==> config.mk <==
export PLATFORM = sky130hd
export DESIGN_NAME = cma_stage
export DESIGN_NICKNAME = d
export VERILOG_FILES = /design/src/hw/rtl/cma_pkg.sv /design/src/hw/rtl/cma_stage.sv
export SDC_FILE = /design/constraint.sdc
export NUM_CORES = 1
export LEC_CHECK = 0
export ABC_AREA = 1
export BUFFER_PORTS_ARGS = -buffer_cell sky130_fd_sc_hd__buf_2
export CAP_MARGIN = 20
export CORE_UTILIZATION = 53
export CTS_CLUSTER_DIAMETER = 80
export CTS_CLUSTER_SIZE = 10
export DETAILED_ROUTE_END_ITERATION = 10
export HOLD_SLACK_MARGIN = 0.03
export PLACE_DENSITY = 0.79
export SYNTH_ARGS = -nofsm -noshare
export SYNTH_HDL_FRONTEND = slang
export SYNTH_SLANG_ARGS = --single-unit
==> constraint.sdc <==
create_clock -name clk -period 4.7 [get_ports clk]
set_input_delay 0.235 -clock clk [delete_from_list [all_inputs] [get_ports clk]]
set_output_delay 0.235 -clock clk [all_outputs]
set_load 0.01 [all_outputs]
==> src/hw/rtl/cma_pkg.sv <==
`default_nettype none
// ----------------------------------------------------------------------------
// cma_pkg
// Shared widths, stage data type and arctangent table for the rectangular to
// polar converter.
// ----------------------------------------------------------------------------
package cma_pkg;

  localparam int DATA_WIDTH = 16;
  localparam int ITERATIONS = 16;

  // one pipeline stage per CORDIC iteration or per root bit, whichever is more
  localparam int NSTG = (ITERATIONS > DATA_WIDTH) ? ITERATIONS : DATA_WIDTH;
  localparam int IW   = $clog2(NSTG);

  localparam int XW   = DATA_WIDTH + 3;   // rotated vector, CORDIC gain headroom
  localparam int ZW   = 34;               // angle accumulator, units of pi/2^31
  localparam int SW   = 2 * DATA_WIDTH;   // sum of squares and root remainder
  localparam int TW   = SW + 2;           // root trial value
  localparam int DROP = 32 - DATA_WIDTH;  // accumulator bits below the output lsb

  localparam logic signed [ZW-1:0] Z_PI   = ZW'(64'sd1 <<< 31);
  localparam logic signed [ZW-1:0] Z_HALF = (ZW'(64'sd1) <<< DROP) >>> 1;
  localparam logic signed [ZW-1:0] Z_MAX  = ZW'((64'sd1 <<< (DATA_WIDTH - 1)) - 64'sd1);
  localparam logic signed [ZW-1:0] Z_MIN  = -Z_MAX - ZW'(64'sd1);

  typedef struct packed {
    logic signed [XW-1:0] x;
    logic signed [XW-1:0] y;
    logic signed [ZW-1:0] z;
    logic [SW-1:0]        rem;    // sum of squares less root squared
    logic [DATA_WIDTH-1:0] root;
    logic                 im_zero;
    logic                 re_neg;
  } cma_data_t;

  // round(atan(2^-i) * 2^31 / pi)
  function automatic logic [31:0] atan_val(input logic [4:0] i);
    logic [31:0] v;
    case (i)
      5'd0:    v = 32'd536870912;
      5'd1:    v = 32'd316933406;
      5'd2:    v = 32'd167458907;
      5'd3:    v = 32'd85004756;
      5'd4:    v = 32'd42667331;
      5'd5:    v = 32'd21354465;
      5'd6:    v = 32'd10679838;
      5'd7:    v = 32'd5340245;
      5'd8:    v = 32'd2670163;
      5'd9:    v = 32'd1335087;
      5'd10:   v = 32'd667544;
      5'd11:   v = 32'd333772;
      5'd12:   v = 32'd166886;
      5'd13:   v = 32'd83443;
      5'd14:   v = 32'd41722;
      5'd15:   v = 32'd20861;
      5'd16:   v = 32'd10430;
      5'd17:   v = 32'd5215;
      5'd18:   v = 32'd2608;
      5'd19:   v = 32'd1304;
      5'd20:   v = 32'd652;
      5'd21:   v = 32'd326;
      5'd22:   v = 32'd163;
      5'd23:   v = 32'd81;
      5'd24:   v = 32'd41;
      5'd25:   v = 32'd20;
      5'd26:   v = 32'd10;
      5'd27:   v = 32'd5;
      5'd28:   v = 32'd3;
      5'd29:   v = 32'd1;
      5'd30:   v = 32'd1;
      default: v = 32'd0;
    endcase
    return v;
  endfunction

endpackage
`default_nettype wire

==> src/hw/rtl/cma_stage.sv <==
`default_nettype none
// ----------------------------------------------------------------------------
// cma_stage
// One pipeline stage: a vectoring CORDIC micro-rotation alongside one bit of
// the digit-by-digit square root. Either half passes through when its count
// of steps is used up.
// ----------------------------------------------------------------------------
module cma_stage
  import cma_pkg::*;
(
  input  wire logic            clk,
  input  wire logic            rst_n,
  input  wire logic [IW-1:0]   stage_idx,
  input  wire logic            in_vld,
  input  wire cma_data_t       in_d,
  output logic                 out_vld,
  output cma_data_t            out_d
);

  logic                  vld_r;
  cma_data_t             d_r;
  cma_data_t             d_nxt;
  logic                  do_rot;
  logic                  do_root;
  logic signed [XW-1:0]  xs;
  logic signed [XW-1:0]  ys;
  logic signed [ZW-1:0]  at;
  logic [IW-1:0]         bpos;
  logic [TW-1:0]         trial;
  logic [TW-1:0]         rem_ext;

  assign do_rot  = {1'b0, stage_idx} < (IW+1)'(ITERATIONS);
  assign do_root = {1'b0, stage_idx} < (IW+1)'(DATA_WIDTH);
  assign bpos    = IW'(DATA_WIDTH - 1) - stage_idx;

  assign xs = in_d.x >>> stage_idx;
  assign ys = in_d.y >>> stage_idx;
  assign at = $signed(ZW'(atan_val(5'(stage_idx))));

  // (root + 2^b)^2 - root^2 = root * 2^(b+1) + 2^(2b)
  assign trial   = ((TW'(in_d.root) << bpos) << 1) + (TW'(1) << {bpos, 1'b0});
  assign rem_ext = TW'(in_d.rem);

  always_comb begin
    d_nxt = in_d;
    if (do_rot) begin
      if (!in_d.y[XW-1]) begin
        d_nxt.x = in_d.x + ys;
        d_nxt.y = in_d.y - xs;
        d_nxt.z = in_d.z + at;
      end else begin
        d_nxt.x = in_d.x - ys;
        d_nxt.y = in_d.y + xs;
        d_nxt.z = in_d.z - at;
      end
    end
    if (do_root && (rem_ext >= trial)) begin
      d_nxt.rem  = SW'(rem_ext - trial);
      d_nxt.root = in_d.root | (DATA_WIDTH'(1) << bpos);
    end
  end

  always_ff @(posedge clk) begin
    if (!rst_n) begin
      vld_r <= 1'b0;
    end else begin
      vld_r <= in_vld;
    end
  end

  always_ff @(posedge clk) begin
    d_r <= d_nxt;
  end

  assign out_vld = vld_r;
  assign out_d   = d_r;

endmodule
`default_nettype wire

==> run_results.csv <==
group,metric,value,unit
run_status,status,"complete, no violations",
global_route,grt_pass1_vias,15883,
finish,fillers,2595,
setup_path,cp.required,5.02,ns
setup_path,crit_fanout,32,
cts,clock_sinks,123,
synth,synth_area_leader_cell,"nand2_1",
placed_design,gp_congestion,1.057,
cts,cts-root-buf,"clkbuf_16",
synth,synth_cell_type_count,62,
cts,clock_path_buffers,2,
cts,clkSlewWorstSetupHoldPaths,0.07,ns
global_route,track_usage,0.3738,
sta,post-route-period-util,0.9160,
synth,synth_area_per_cell,6.118,µm²
finish,utilization,0.6374,
finish,seq_area,0.002462,mm²
synth,ys_async_sr_fraction,0,
finish,finalNonFillerCells,3080,
finish,final_nets,2953,
cts,cts_made_buffers,17,
synth,synth.most_common_cell,"nand2_1",
die,die_x,168.6,µm
routing,drt-wirelength-per-cell,17.49,µm
placed_design,dpl.cell_count,3023,
sta,finalSetupViolCount,0,
finish,multi_input_area,0.01076,mm²
power_and_ir_drop,leakagePower,9.127,nW
routing,drt-vias-per-instance,5.593,
global_route,overflow,0,
setup_path,cp_data_arrival_time,4.62,ns
synth,synth.area.top_cells,"nand2_1 18%, dfxtp_1 17%, ha_1 11%",
sta,drv_slew,0,
sta,finalHoldViolCount,0,
synth,yosys_warnings,0,
die,core_area,0.02710,mm²
global_route,grt_first_pass_wirelength,83670,µm
global_route,grt_antenna_before_repair,1,
sta,fin_hold_ws,0.04531,ns
die,start_util,0.5425,
placed_design,port_buffers,251,
cts,cts_tree,"yes",
routing,vias,17225,
routing,drt-total-wl,53880,µm
setup_path,crit_path_end_kind,"flip-flop",
cts,htreeDepth,4,
finish,drive_above_1_share,0.1588,
hold_path,min_path_type,"input pin to flip-flop",
die,dieArea,0.02841,mm²
sta,max_freq,232.3,MHz
finish,syn_to_final_growth,17.49,%
synth,ys_seq_area_frac,0.1675,
sta,period_minus_slack,4.305,ns
sta,slew_headroom,0.4715,
routing,drc,0,
global_route,grt_max_degree,64,
hold_path,hold_depth,3,
synth,synthFlopType,"dfxtp_1",
sta,worstMarginPinSlew,0.7844,ns
synth,syn_inst,2403,
routing,drt_iter0_drc,1898,
setup_path,cp-start-kind,"input pin",
routing,drt_pre_antenna_iters,6,
synth,synth_edf_count,0,
synth,yosys-top-cells-count,"719 x nand2_1, 252 x nand3_1, 242 x inv_1",
die,num_io_pins,252,
job,maxCapViolations,0,
synth,synth_area,0.01470,mm²
synth,synth_top_cell_area_share,0.1836,
die,num_rows,60,
synth,syn_nets,2662,
setup_path,crit_type,"input pin to flip-flop",
power_and_ir_drop,ir_worst_vdd,0.2436,mV
die,die_y,168.6,µm
synth,ys_ff_latch,123,
routing,drtAntennaViolNets,0,
power_and_ir_drop,power.density,327.2,mW/mm²
power_and_ir_drop,power,5.652,mW
placed_design,place_hpwl,44000,µm
==> repair_timing <==
item | 4_1_cts | 5_1_grt
resized for setup | 0 | 11
endpoints found under the setup margin | 0 | 49
setup buffers | 0 | 0
hold endpoints to repair | 23 | 0
hold buffers | 24 | 0
==> placed cells by master, fill, tap and decap left out, types with 7 or more instances in the layout <==
master         instances
o21ai_1               30
xor2_1               104
buf_4                 61
dlygate4sd3_1         24
inv_2                  7
a21oi_1              137
nand3_1              252
a21boi_0               7
o31ai_1                7
dfxtp_1              123
and2_1                 7
o21ai_0              118
nor2_1               187
nand4_1               30
nand3_2                9
nor2_2                21
ha_1                 126
nand2_1              719
nor3_1                19
nand3b_1               7
xnor2_1               45
o211ai_1              20
buf_2                250
clkbuf_16             17
inv_1                242
a31oi_1               13
nand2_2               17
a21o_1                18
==> worst max-delay path, cell delays in order <==
cell and delay [ns]:
buf_2 0.16, buf_4 0.22, mux2i_1 0.25, inv_1 0.09
o21ai_1 0.19, o22ai_1 0.14, ha_1 0.40, inv_1 0.16
nor2_2 0.07, nand2_1 0.11, inv_1 0.06, a21oi_2 0.21
nand2_2 0.13, nand2_1 0.11, nand2_1 0.07, nand2_1 0.06
nand2_1 0.07, ha_1 0.36, nand2_1 0.09, inv_1 0.16
nand3_1 0.13, o41ai_1 0.44, a21oi_1 0.13, nor2_4 0.15
nand2_2 0.08, buf_12 0.19, nand2_1 0.08, nand2_1 0.05
==> metal layers <==
layer  track usage  up-vias  wire length (µm)
met5             0        -                 0
met4        0.1419        0              1679
met3       0.05027      108              4480
met2        0.5986      842             23640
met1        0.5091     7784             24080
li1              -     8491                 -
==> state kept, by name, indices dropped and copies added, names as in the netlist <==
signal and flops:
out_vld 1, out_d 122
==> final cells by class <==
type | instances | area share
Antenna cell | 1 | 0.0001449
Sequential cell | 123 | 0.1426
Clock inverter | 15 | 0.008982
Clock buffer | 17 | 0.02463
Tap cell | 372 | 0.02695
Timing Repair Buffer | 341 | 0.1181
Multi-Input combinational cell | 1958 | 0.6231
Inverter | 253 | 0.05556
==> final timing paths <==
path                     start         to  slack, ns
hold / removal        in_d[18]  out_d[18]       0.05
setup / recovery  stage_idx[1]  out_d[28]       0.39
==> logic make-up after synthesis <==
group,count (synthesis),synth area share
and+or+nand+nor,1285,0.3746
AOI/OAI and AO/OA,388,0.1512
buffers and inverters,322,0.1011
xor gates and xnor gates,149,0.08877
adders and majority gates,130,0.1127
DFF,123,0.1675
muxes,6,0.004085
==> where the power goes <==
| group | switching, mW | leakage (nW) | internal, mW | total, mW |
|---|---|---|---|---|
| sequential | 0.0776 | 1.04 | 1.38 | 1.46 |
| combinational | 1.75 | 7.81 | 1.07 | 2.82 |
| clock | 0.659 | 0.276 | 0.709 | 1.37 |
| total | 2.49 | 9.13 | 3.16 | 5.65 |
==> stage by stage <==
step	cell area (µm²)	TNS, ns	worst slack, ns
floorplan	14700	0	0.3587
global placement	16430	-4.911	-0.1114
detailed placement	16430	-8.861	-0.2037
CTS	17250	0	0.2232
global route	17270	-0.01217	-0.007875
finish	17270	0	0.3949
Power figures use the tool's default switching activity.
